===== config.mk =====
export PLATFORM = sky130hd
export DESIGN_NAME = csv_field_tokenizer_flat
export DESIGN_NICKNAME = d
export VERILOG_FILES = /design/src/design/csvft_pkg.sv /design/src/design/csvft_if.sv /design/src/design/csv_field_tokenizer.sv /design/src/flat_wrapper.sv
export SDC_FILE = /design/constraint.sdc
export NUM_CORES = 1
export LEC_CHECK = 0
export ABC_AREA = 1
export BUFFER_PORTS_ARGS = -buffer_cell sky130_fd_sc_hd__buf_2
export CORE_MARGIN = 3
export CORE_UTILIZATION = 35
export CTS_CLUSTER_SIZE = 25
export DETAILED_ROUTE_END_ITERATION = 16
export SYNTH_ARGS = -nofsm -noshare
export SYNTH_HDL_FRONTEND = slang
export SYNTH_SLANG_ARGS = --single-unit

===== constraint.sdc =====
create_clock -name clock -period 4.5 [get_ports clock]
set_clock_uncertainty 0.1 [all_clocks]
set_input_delay 0.675 -clock clock [delete_from_list [all_inputs] [get_ports clock]]
set_output_delay 0.675 -clock clock [all_outputs]
set_load 0.03 [all_outputs]

===== src/design/csvft_pkg.sv =====
// csvft_pkg: shared types and constants for the CSV field tokenizer.
// No dependencies. Used by the channel interfaces and by csv_field_tokenizer.
package csvft_pkg;

   typedef logic [7:0] byte_type;

   // Event codes carried on the result channel
   typedef enum logic [1:0] {
      EV_BYTE   = 2'd0,
      EV_FIELD  = 2'd1,
      EV_RECORD = 2'd2
   } event_kind_type;

   // Quote tracker, one-hot
   typedef enum logic [2:0] {
      QM_OUT    = 3'b001,
      QM_IN     = 3'b010,
      QM_CLOSED = 3'b100
   } quote_mode_type;

   localparam byte_type CHR_COMMA = 8'h2C;
   localparam byte_type CHR_QUOTE = 8'h22;
   localparam byte_type CHR_CR    = 8'h0D;
   localparam byte_type CHR_LF    = 8'h0A;
   localparam byte_type CHR_DROP0 = 8'hFE;
   localparam byte_type CHR_DROP1 = 8'hFF;

   // Result queue depth (holds at least one item's worth of events twice over)
   localparam int RSP_DEPTH = 4;

   typedef struct packed {
      event_kind_type kind;
      byte_type       data;
      logic           last;
   } rsp_item_type;

endpackage


===== src/design/csvft_if.sv =====
// csvft_if: valid/ready channel interfaces for the CSV field tokenizer.
// Depends on csvft_pkg for the payload types.
interface csvft_req_if;
   import csvft_pkg::*;
   logic     valid;
   logic     ready;
   byte_type data_byte;
   logic     end_of_stream;

   modport source (output valid, output data_byte, output end_of_stream, input ready);
   modport sink   (input valid, input data_byte, input end_of_stream, output ready);
endinterface

interface csvft_rsp_if;
   import csvft_pkg::*;
   logic        valid;
   logic        ready;
   logic [1:0]  event_kind;
   byte_type    field_byte;
   logic        last_of_run;

   modport source (output valid, output event_kind, output field_byte, output last_of_run,
                   input ready);
   modport sink   (input valid, input event_kind, input field_byte, input last_of_run,
                   output ready);
endinterface


===== src/design/csv_field_tokenizer.sv =====
// csv_field_tokenizer: byte-serial CSV tokenizer, one byte per transaction in,
// field-content / end-of-field / end-of-record events out.
// Depends on csvft_pkg and the channel interfaces in csvft_if.sv.
//
//  channel  | dir | payload                                  | per transaction
//  ---------+-----+------------------------------------------+------------------------
//  req_bus  | in  | data_byte[7:0], end_of_stream            | one byte or end marker
//  rsp_bus  | out | event_kind[1:0], field_byte[7:0], last   | one event (0..2/byte)
//
// Flow: a byte sits in the input register, where the quote tracker
//   decodes it and pushes 0, 1 or 2 events into a 4-entry result queue.
//   Bytes are taken every cycle while the queue has room for their events;
//   sustained rate is bounded by the result side at one event per cycle.
// Reset: synchronous, active high; clears the tracker, the input register
//   valid and the queue pointers.
// Stalls: the input register holds until the queue has room for all of the
//   byte's events; rsp_bus.ready back-pressure never drops or splits a byte.
module csv_field_tokenizer (
   input  logic       clock,
   input  logic       reset,
   csvft_req_if.sink   req_bus,
   csvft_rsp_if.source rsp_bus
);
   import csvft_pkg::*;

   localparam int PTR_W = $clog2(RSP_DEPTH);
   localparam int CNT_W = $clog2(RSP_DEPTH + 1);

   // Input register
   logic     stg_valid_ff, stg_valid_in;
   byte_type stg_byte_ff;
   logic     stg_eos_ff;

   // Tracker state
   quote_mode_type qm_ff, qm_in;
   logic skip_ff, skip_in;
   logic fhb_ff, fhb_in;   // field holds content
   logic rhf_ff, rhf_in;   // record has closed fields

   // Decode results
   logic [1:0]     push_n;
   event_kind_type ev0_kind, ev1_kind;
   byte_type       ev0_byte;
   logic           is_nl;
   logic           stg_adv;
   logic           req_take;

   // Result queue
   rsp_item_type     q_mem [RSP_DEPTH];
   logic [PTR_W-1:0] head_ff, head_in, tail_ff, tail_in;
   logic [CNT_W-1:0] cnt_ff, cnt_in;
   logic             pop;

   // ---------------------------------------------------------------
   // Per-byte decode
   // ---------------------------------------------------------------
   assign is_nl = (stg_byte_ff == CHR_CR) || (stg_byte_ff == CHR_LF);

   always_comb begin
      qm_in    = qm_ff;
      skip_in  = skip_ff;
      fhb_in   = fhb_ff;
      rhf_in   = rhf_ff;
      push_n   = 2'd0;
      ev0_kind = EV_BYTE;
      ev0_byte = stg_byte_ff;
      ev1_kind = EV_RECORD;
      priority if (stg_eos_ff) begin
         // flush: close pending field, then the record if it holds anything; back to reset state
         ev0_kind = fhb_ff ? EV_FIELD : EV_RECORD;
         push_n   = fhb_ff ? 2'd2 : (rhf_ff ? 2'd1 : 2'd0);
         qm_in    = QM_OUT;
         skip_in  = 1'b0;
         fhb_in   = 1'b0;
         rhf_in   = 1'b0;
      end else if (skip_ff) begin
         skip_in = 1'b0;
      end else begin
         unique case (qm_ff)
            QM_IN: begin
               if (stg_byte_ff == CHR_QUOTE) begin
                  qm_in = QM_CLOSED;
               end else begin
                  push_n = 2'd1;
                  fhb_in = 1'b1;
               end
            end
            QM_CLOSED: begin
               priority if (stg_byte_ff == CHR_COMMA) begin
                  ev0_kind = EV_FIELD;
                  push_n   = 2'd1;
                  fhb_in   = 1'b0;
                  rhf_in   = 1'b1;
                  qm_in    = QM_OUT;
               end else if (stg_byte_ff == CHR_QUOTE) begin
                  // doubled quote: literal quote, back inside
                  qm_in  = QM_IN;
                  push_n = 2'd1;
                  fhb_in = 1'b1;
               end else if (is_nl) begin
                  ev0_kind = EV_FIELD;
                  push_n   = 2'd2;
                  fhb_in   = 1'b0;
                  rhf_in   = 1'b0;
                  qm_in    = QM_OUT;
                  skip_in  = (stg_byte_ff == CHR_CR);
               end else begin
                  // malformed: byte taken as content, even the drop codes
                  qm_in  = QM_OUT;
                  push_n = 2'd1;
                  fhb_in = 1'b1;
               end
            end
            default: begin
               // outside quotes
               qm_in = QM_OUT;
               priority if (stg_byte_ff == CHR_QUOTE) begin
                  qm_in = QM_IN;
               end else if (stg_byte_ff == CHR_COMMA) begin
                  ev0_kind = EV_FIELD;
                  push_n   = 2'd1;
                  fhb_in   = 1'b0;
                  rhf_in   = 1'b1;
               end else if (is_nl) begin
                  ev0_kind = EV_FIELD;
                  push_n   = 2'd2;
                  fhb_in   = 1'b0;
                  rhf_in   = 1'b0;
                  skip_in  = (stg_byte_ff == CHR_CR);
               end else if ((stg_byte_ff == CHR_DROP0) || (stg_byte_ff == CHR_DROP1)) begin
                  // dropped
               end else begin
                  push_n = 2'd1;
                  fhb_in = 1'b1;
               end
            end
         endcase
      end
   end

   // ---------------------------------------------------------------
   // Handshake and input register
   // ---------------------------------------------------------------
   // Advance only when the queue can absorb every event of this byte;
   // room ignores this cycle's pop so req ready has no path from rsp ready.
   assign stg_adv = stg_valid_ff &&
                    ((CNT_W'(RSP_DEPTH) - cnt_ff) >= CNT_W'(push_n));
   assign req_bus.ready = !stg_valid_ff || stg_adv;
   assign req_take      = req_bus.valid && req_bus.ready;
   assign stg_valid_in  = req_take ? 1'b1 : (stg_adv ? 1'b0 : stg_valid_ff);

   always_ff @(posedge clock) begin
      if (reset) begin
         stg_valid_ff <= 1'b0;
      end else begin
         stg_valid_ff <= stg_valid_in;
      end
      if (req_take) begin
         stg_byte_ff <= req_bus.data_byte;
         stg_eos_ff  <= req_bus.end_of_stream;
      end
   end

   always_ff @(posedge clock) begin
      if (reset) begin
         qm_ff   <= QM_OUT;
         skip_ff <= 1'b0;
         fhb_ff  <= 1'b0;
         rhf_ff  <= 1'b0;
      end else if (stg_adv) begin
         qm_ff   <= qm_in;
         skip_ff <= skip_in;
         fhb_ff  <= fhb_in;
         rhf_ff  <= rhf_in;
      end
   end

   // ---------------------------------------------------------------
   // Result queue
   // ---------------------------------------------------------------
   assign pop     = rsp_bus.valid && rsp_bus.ready;
   assign head_in = pop ? head_ff + PTR_W'(1) : head_ff;
   assign tail_in = stg_adv ? tail_ff + PTR_W'(push_n) : tail_ff;
   assign cnt_in  = cnt_ff + (stg_adv ? CNT_W'(push_n) : CNT_W'(0)) - CNT_W'(pop);

   always_ff @(posedge clock) begin
      if (reset) begin
         head_ff <= '0;
         tail_ff <= '0;
         cnt_ff  <= '0;
      end else begin
         head_ff <= head_in;
         tail_ff <= tail_in;
         cnt_ff  <= cnt_in;
      end
   end

   always_ff @(posedge clock) begin
      if (stg_adv && (push_n != 2'd0)) begin
         q_mem[tail_ff] <= '{kind: ev0_kind,
                             data: (ev0_kind == EV_BYTE) ? ev0_byte : '0,
                             last: (push_n == 2'd1)};
      end
      if (stg_adv && (push_n == 2'd2)) begin
         q_mem[tail_ff + PTR_W'(1)] <= '{kind: ev1_kind, data: '0, last: 1'b1};
      end
   end

   assign rsp_bus.valid       = (cnt_ff != '0);
   assign rsp_bus.event_kind  = q_mem[head_ff].kind;
   assign rsp_bus.field_byte  = q_mem[head_ff].data;
   assign rsp_bus.last_of_run = q_mem[head_ff].last;

   // ---------------------------------------------------------------
   // Assertions
   // ---------------------------------------------------------------
   a_cnt_bound: assert property (@(posedge clock) disable iff (reset)
      cnt_ff <= CNT_W'(RSP_DEPTH))
      else $error("result queue count beyond depth");

   a_no_overflow: assert property (@(posedge clock) disable iff (reset)
      stg_adv |-> ({1'b0, cnt_ff} + {{(CNT_W-1){1'b0}}, push_n}) <= (CNT_W+1)'(RSP_DEPTH))
      else $error("byte advanced without queue room");

   a_eos_clears: assert property (@(posedge clock) disable iff (reset)
      (stg_adv && stg_eos_ff) |=> (qm_ff == QM_OUT) && !skip_ff && !fhb_ff && !rhf_ff)
      else $error("end of stream did not clear tracker");

   a_skip_after_cr: assert property (@(posedge clock) disable iff (reset)
      $rose(skip_ff) |-> ($past(stg_byte_ff) == CHR_CR) && !$past(stg_eos_ff))
      else $error("skip set by a byte other than CR");

endmodule


===== src/flat_wrapper.sv =====
// flat-port wrapper written by rule: the top's interface ports become plain ports
module csv_field_tokenizer_flat import csvft_pkg::*;
  (clock, reset, req_bus_valid, req_bus_data_byte, req_bus_end_of_stream, req_bus_ready, rsp_bus_valid, rsp_bus_event_kind, rsp_bus_field_byte, rsp_bus_last_of_run, rsp_bus_ready);
  csvft_req_if req_bus_i ();
  csvft_rsp_if rsp_bus_i ();
  input  logic clock;
  input  logic reset;
  input wire logic [$bits(req_bus_i.valid)-1:0] req_bus_valid;
  input wire logic [$bits(req_bus_i.data_byte)-1:0] req_bus_data_byte;
  input wire logic [$bits(req_bus_i.end_of_stream)-1:0] req_bus_end_of_stream;
  output wire logic [$bits(req_bus_i.ready)-1:0] req_bus_ready;
  output wire logic [$bits(rsp_bus_i.valid)-1:0] rsp_bus_valid;
  output wire logic [$bits(rsp_bus_i.event_kind)-1:0] rsp_bus_event_kind;
  output wire logic [$bits(rsp_bus_i.field_byte)-1:0] rsp_bus_field_byte;
  output wire logic [$bits(rsp_bus_i.last_of_run)-1:0] rsp_bus_last_of_run;
  input wire logic [$bits(rsp_bus_i.ready)-1:0] rsp_bus_ready;
  assign req_bus_i.valid = req_bus_valid;
  assign req_bus_i.data_byte = req_bus_data_byte;
  assign req_bus_i.end_of_stream = req_bus_end_of_stream;
  assign req_bus_ready = req_bus_i.ready;
  assign rsp_bus_valid = rsp_bus_i.valid;
  assign rsp_bus_event_kind = rsp_bus_i.event_kind;
  assign rsp_bus_field_byte = rsp_bus_i.field_byte;
  assign rsp_bus_last_of_run = rsp_bus_i.last_of_run;
  assign rsp_bus_i.ready = rsp_bus_ready;
  csv_field_tokenizer u_core (.clock(clock), .reset(reset), .req_bus(req_bus_i), .rsp_bus(rsp_bus_i));
endmodule

==> reports/metrics.csv <==
metric,value,unit
fmax,0.276,GHz
worst-case vdd ir drop,274,µV
total of fill cells in the finished design,1133,
post-route fraction of the period consumed by the critical path,0.806,
fraction of synthesis flops using an asynchronous set or reset pin,0,
crit path capture type,flip-flop,
total number of vias,3283,
RSZ-0062 raised after global routing,false,
sequential element share of the synthesized area,0.389,
cell area after placement,0.00394,mm²
vias in the first global route,3006,
global-route wire length before repair,14800,µm
Final Routed Wirelength,8840,µm
run status,"complete, no violations",
min cycle time layout,3.63,ns
DRT Pass-1 Iters,4,
post-synth net total,572,
cell with the biggest individual delay on the critical path,sky130_fd_sc_hd__edfxtp_1,
cell-by-cell trace of the critical path,or2_0 -> nor2_2 -> nand2_2 -> nand2_1 -> nand3_1 -> nand3_2 -> nand2_1 -> ha_1 -> o21ai_0 -> nand3_1 -> nand2_1 -> nor2_1 -> inv_1 -> ha_1 -> inv_1 -> fa_1 -> xor2_1 -> o21ai_0 -> a21oi_1,
Worst R2R End,u_core.cnt_ff[2],
share of post-route cells with drive strength above 1,0.114,
Cell Pwr Density,615,mW/mm²
path class of the lowest-slack min-delay path,flip-flop to flip-flop,
count of final hold-check violations,0,
average instance area after synthesis,6.88,µm²
register-to-register path setup slack,0.87,ns
floorplan row count,37,
post-cts gate resize count,0,
Overflow after GRT,0,
number of enable-type register cells in the synthesized netlist,9,
antenna violation net count after detailed routing,0,
post-layout power,2.52,mW
post-DP HPWL,6080,µm
Final nets,587,
# port buffers,25,
total non-filler cell area in the finished layout,0.00411,mm²
area of the die,0.0121,mm²
startpoint of the lowest-slack register-to-register path,u_core.ev0_byte[4],
cell count after synthesis,550,
number of design rule violations left after detail routing,0,
postcts setup bufs,0,
Max Slew Vio Count,0,
starting utilization of the core area,0.363,
"Max FO, Critical Path",6,
root buffer cell,sky130_fd_sc_hd__clkbuf_8,
slew of the pin with the lowest slew margin,0.931,ns
Clock Path Buffers,2,
vias per inst,4.66,
maximum number of pins on one net before global-route repair,37,
count of yosys warnings during synthesis,0,
GP Congestion,0.802,
post-cts hold buffer count,0,
static leakage,2.34,nW
initial antenna violation count,0,
kind of cell with the highest combined delay on the critical path,simple AND/OR/NAND/NOR gates,
clock tree from TritonCTS,built,
sum of negative setup slack,0,ns
y dimension of the die,110,µm
number of cells traversed by the worst register-to-register path,19,
placeable core region,0.0104,mm²
DIE WIDTH,110,µm
Inserted Diodes,0,
number of design-rule violations left by the first detailed-router iteration,164,
startpoint type of the worst setup path,flip-flop,
dominant register cell in the synthesized netlist,sky130_fd_sc_hd__dfxtp_1,
number of distinct library cells after synthesis,32,
I/O pins,26,
critical hold path startpoint,u_core.q_mem[1][0],
"count of placed standard cells in the final layout, fillers left out",705,
Inst Count DP,690,
number of register bits inferred by synthesis,69,
Hold Path Stages,2,
number of clock sinks,69,
CTS H-Tree Depth,3,
WP data required,4.63,ns
max_cap viols,0,
"Top cell by count, worst path",sky130_fd_sc_hd__nand2_1,
Synth-to-Final Area Change,8.57,%
critical path data arrival time,3.76,ns
setup-violating endpoint count in the final report,0,
overall routing resource usage,0.158,
hold endpoint,u_core.q_mem[1][0],
insertion delay of the later-clocked pin in the worst-skew pair,0.35,ns
buffering stage count on the worst path with inverters included,2,
Post-Synthesis Cell Area,0.00378,mm²
total CTS buffers,9,
clock transition at the registers of the reported paths,0.07,ns
biggest cell delay along the critical path,0.44,ns
Max-slew headroom,0.378,
wire length per cell after detailed routing,12.5,µm
crit path kind,flip-flop to flip-flop,
## state kept, by name, indices dropped and copies added, names as in the netlist, named ones only
name / cells
u_core.tail_ff: 2
u_core.qm_ff: 3
u_core.fhb_ff: 1
u_core.ev0_byte: 8
u_core.stg_eos_ff: 1
u_core.stg_valid_ff: 1
u_core.skip_ff: 1
u_core.head_ff: 2
u_core.cnt_ff: 3
u_core.q_mem: 44
u_core.rhf_ff: 1
## synthesized netlist by cell type, types with 5 or more instances
| cell | count | area [µm²] |
|---|---|---|
| sky130_fd_sc_hd__a21oi_1 | 39 | 195 |
| sky130_fd_sc_hd__buf_6 | 7 | 78.8 |
| sky130_fd_sc_hd__clkbuf_1 | 7 | 26.3 |
| sky130_fd_sc_hd__dfxtp_1 | 60 | 1200 |
| sky130_fd_sc_hd__edfxtp_1 | 9 | 270 |
| sky130_fd_sc_hd__ha_1 | 8 | 100 |
| sky130_fd_sc_hd__inv_1 | 101 | 379 |
| sky130_fd_sc_hd__nand2_1 | 131 | 492 |
| sky130_fd_sc_hd__nand2_2 | 5 | 31.3 |
| sky130_fd_sc_hd__nand3_1 | 15 | 75.1 |
| sky130_fd_sc_hd__nand3_4 | 5 | 87.6 |
| sky130_fd_sc_hd__nand4_1 | 36 | 225 |
| sky130_fd_sc_hd__nor2_1 | 66 | 248 |
| sky130_fd_sc_hd__nor2_2 | 9 | 56.3 |
| sky130_fd_sc_hd__o21ai_0 | 21 | 105 |
## per-layer routing
metal | GRT usage | share of wire
met4 | 0.0427 | 0.010
met1 | 0.205 | 0.46
met5 | 0 | 0
met2 | 0.263 | 0.47
met3 | 0.0376 | 0.052
## tightest hold or removal path, delay by kind of cell (launching register included)
family,cells,cell delay (ns)
flops,1,0.32
simple gates,2,0.10
## cell usage in the layout, fill, tap and decap left out
cell type and n:
sky130_fd_sc_hd__edfxtp_1 9, sky130_fd_sc_hd__nand3_4 5, sky130_fd_sc_hd__buf_4 2, sky130_fd_sc_hd__xor2_1 2, sky130_fd_sc_hd__nand3_1 15, sky130_fd_sc_hd__clkbuf_8 11
sky130_fd_sc_hd__and2_1 1, sky130_fd_sc_hd__o22ai_1 2, sky130_fd_sc_hd__or2_2 1, sky130_fd_sc_hd__o21ai_0 21, sky130_fd_sc_hd__clkinv_1 1, sky130_fd_sc_hd__a211oi_1 3
sky130_fd_sc_hd__or2_0 1, sky130_fd_sc_hd__fa_1 1, sky130_fd_sc_hd__clkbuf_1 2, sky130_fd_sc_hd__nor3_1 4, sky130_fd_sc_hd__nor2_2 9, sky130_fd_sc_hd__nor3_4 1
sky130_fd_sc_hd__dfxtp_1 60, sky130_fd_sc_hd__a21oi_1 39, sky130_fd_sc_hd__clkinv_2 3, sky130_fd_sc_hd__ha_1 8, sky130_fd_sc_hd__nand3_2 1, sky130_fd_sc_hd__nand3b_1 1
sky130_fd_sc_hd__nand2_2 5, sky130_fd_sc_hd__nand2_1 131, sky130_fd_sc_hd__inv_2 2, sky130_fd_sc_hd__buf_2 25, sky130_fd_sc_hd__inv_1 101, sky130_fd_sc_hd__nand4_1 36
sky130_fd_sc_hd__nor2_1 66
## logic make-up after synthesis
family	count (synthesis)	share of synthesized area
AO/OA/AOI/OAI	65	0.0887
XOR/XNOR	2	0.00463
adder cells (fa/ha/maj)	9	0.0318
buffers and inverters	128	0.146
flip-flops	69	0.389
AND/OR/NAND/NOR	277	0.340
## final cells by class
| type | count | area (µm²) | area share |
|---|---|---|---|
| clock buffers | 13 | 159 | 0.0387 |
| clock inverters | 2 | 10.0 | 0.00244 |
| inverters | 105 | 395 | 0.0963 |
| multi-input cells | 353 | 1760 | 0.429 |
| flip-flops and latches | 69 | 1470 | 0.358 |
| well taps | 136 | 170 | 0.0414 |
| repair buffers | 27 | 140 | 0.0341 |
## power by group
group          total [mW]  leakage, nW  switching (mW)  internal (mW)
sequential          0.964        0.585           0.116          0.848
combinational        1.11         1.67           0.758          0.354
clock               0.449       0.0893           0.223          0.226
## stage by stage
step | util | setup slack (ns) | hold WS [ns]
after floorplan | - | 1.20 | 0.322
final | 0.394 | 0.874 | 0.351
after global routing | 0.394 | 0.453 | 0.369
after detailed placement | 0.378 | 0.851 | 0.337
after CTS | 0.394 | 0.833 | 0.355
after global placement | 0.378 | 0.986 | 0.333
## worst max path at each step
stage | from | cells past startpoint | endpoint
after floorplan | u_core.ev0_byte[4] | 19 | u_core.cnt_ff[2]
after global placement | u_core.ev0_byte[4] | 19 | u_core.cnt_ff[2]
after detailed placement | u_core.ev0_byte[4] | 19 | u_core.cnt_ff[2]
after CTS | u_core.ev0_byte[4] | 19 | u_core.cnt_ff[2]
after global routing | u_core.ev0_byte[6] | 20 | u_core.cnt_ff[2]
final | u_core.ev0_byte[4] | 19 | u_core.cnt_ff[2]
(Power assumes the default switching activity.)
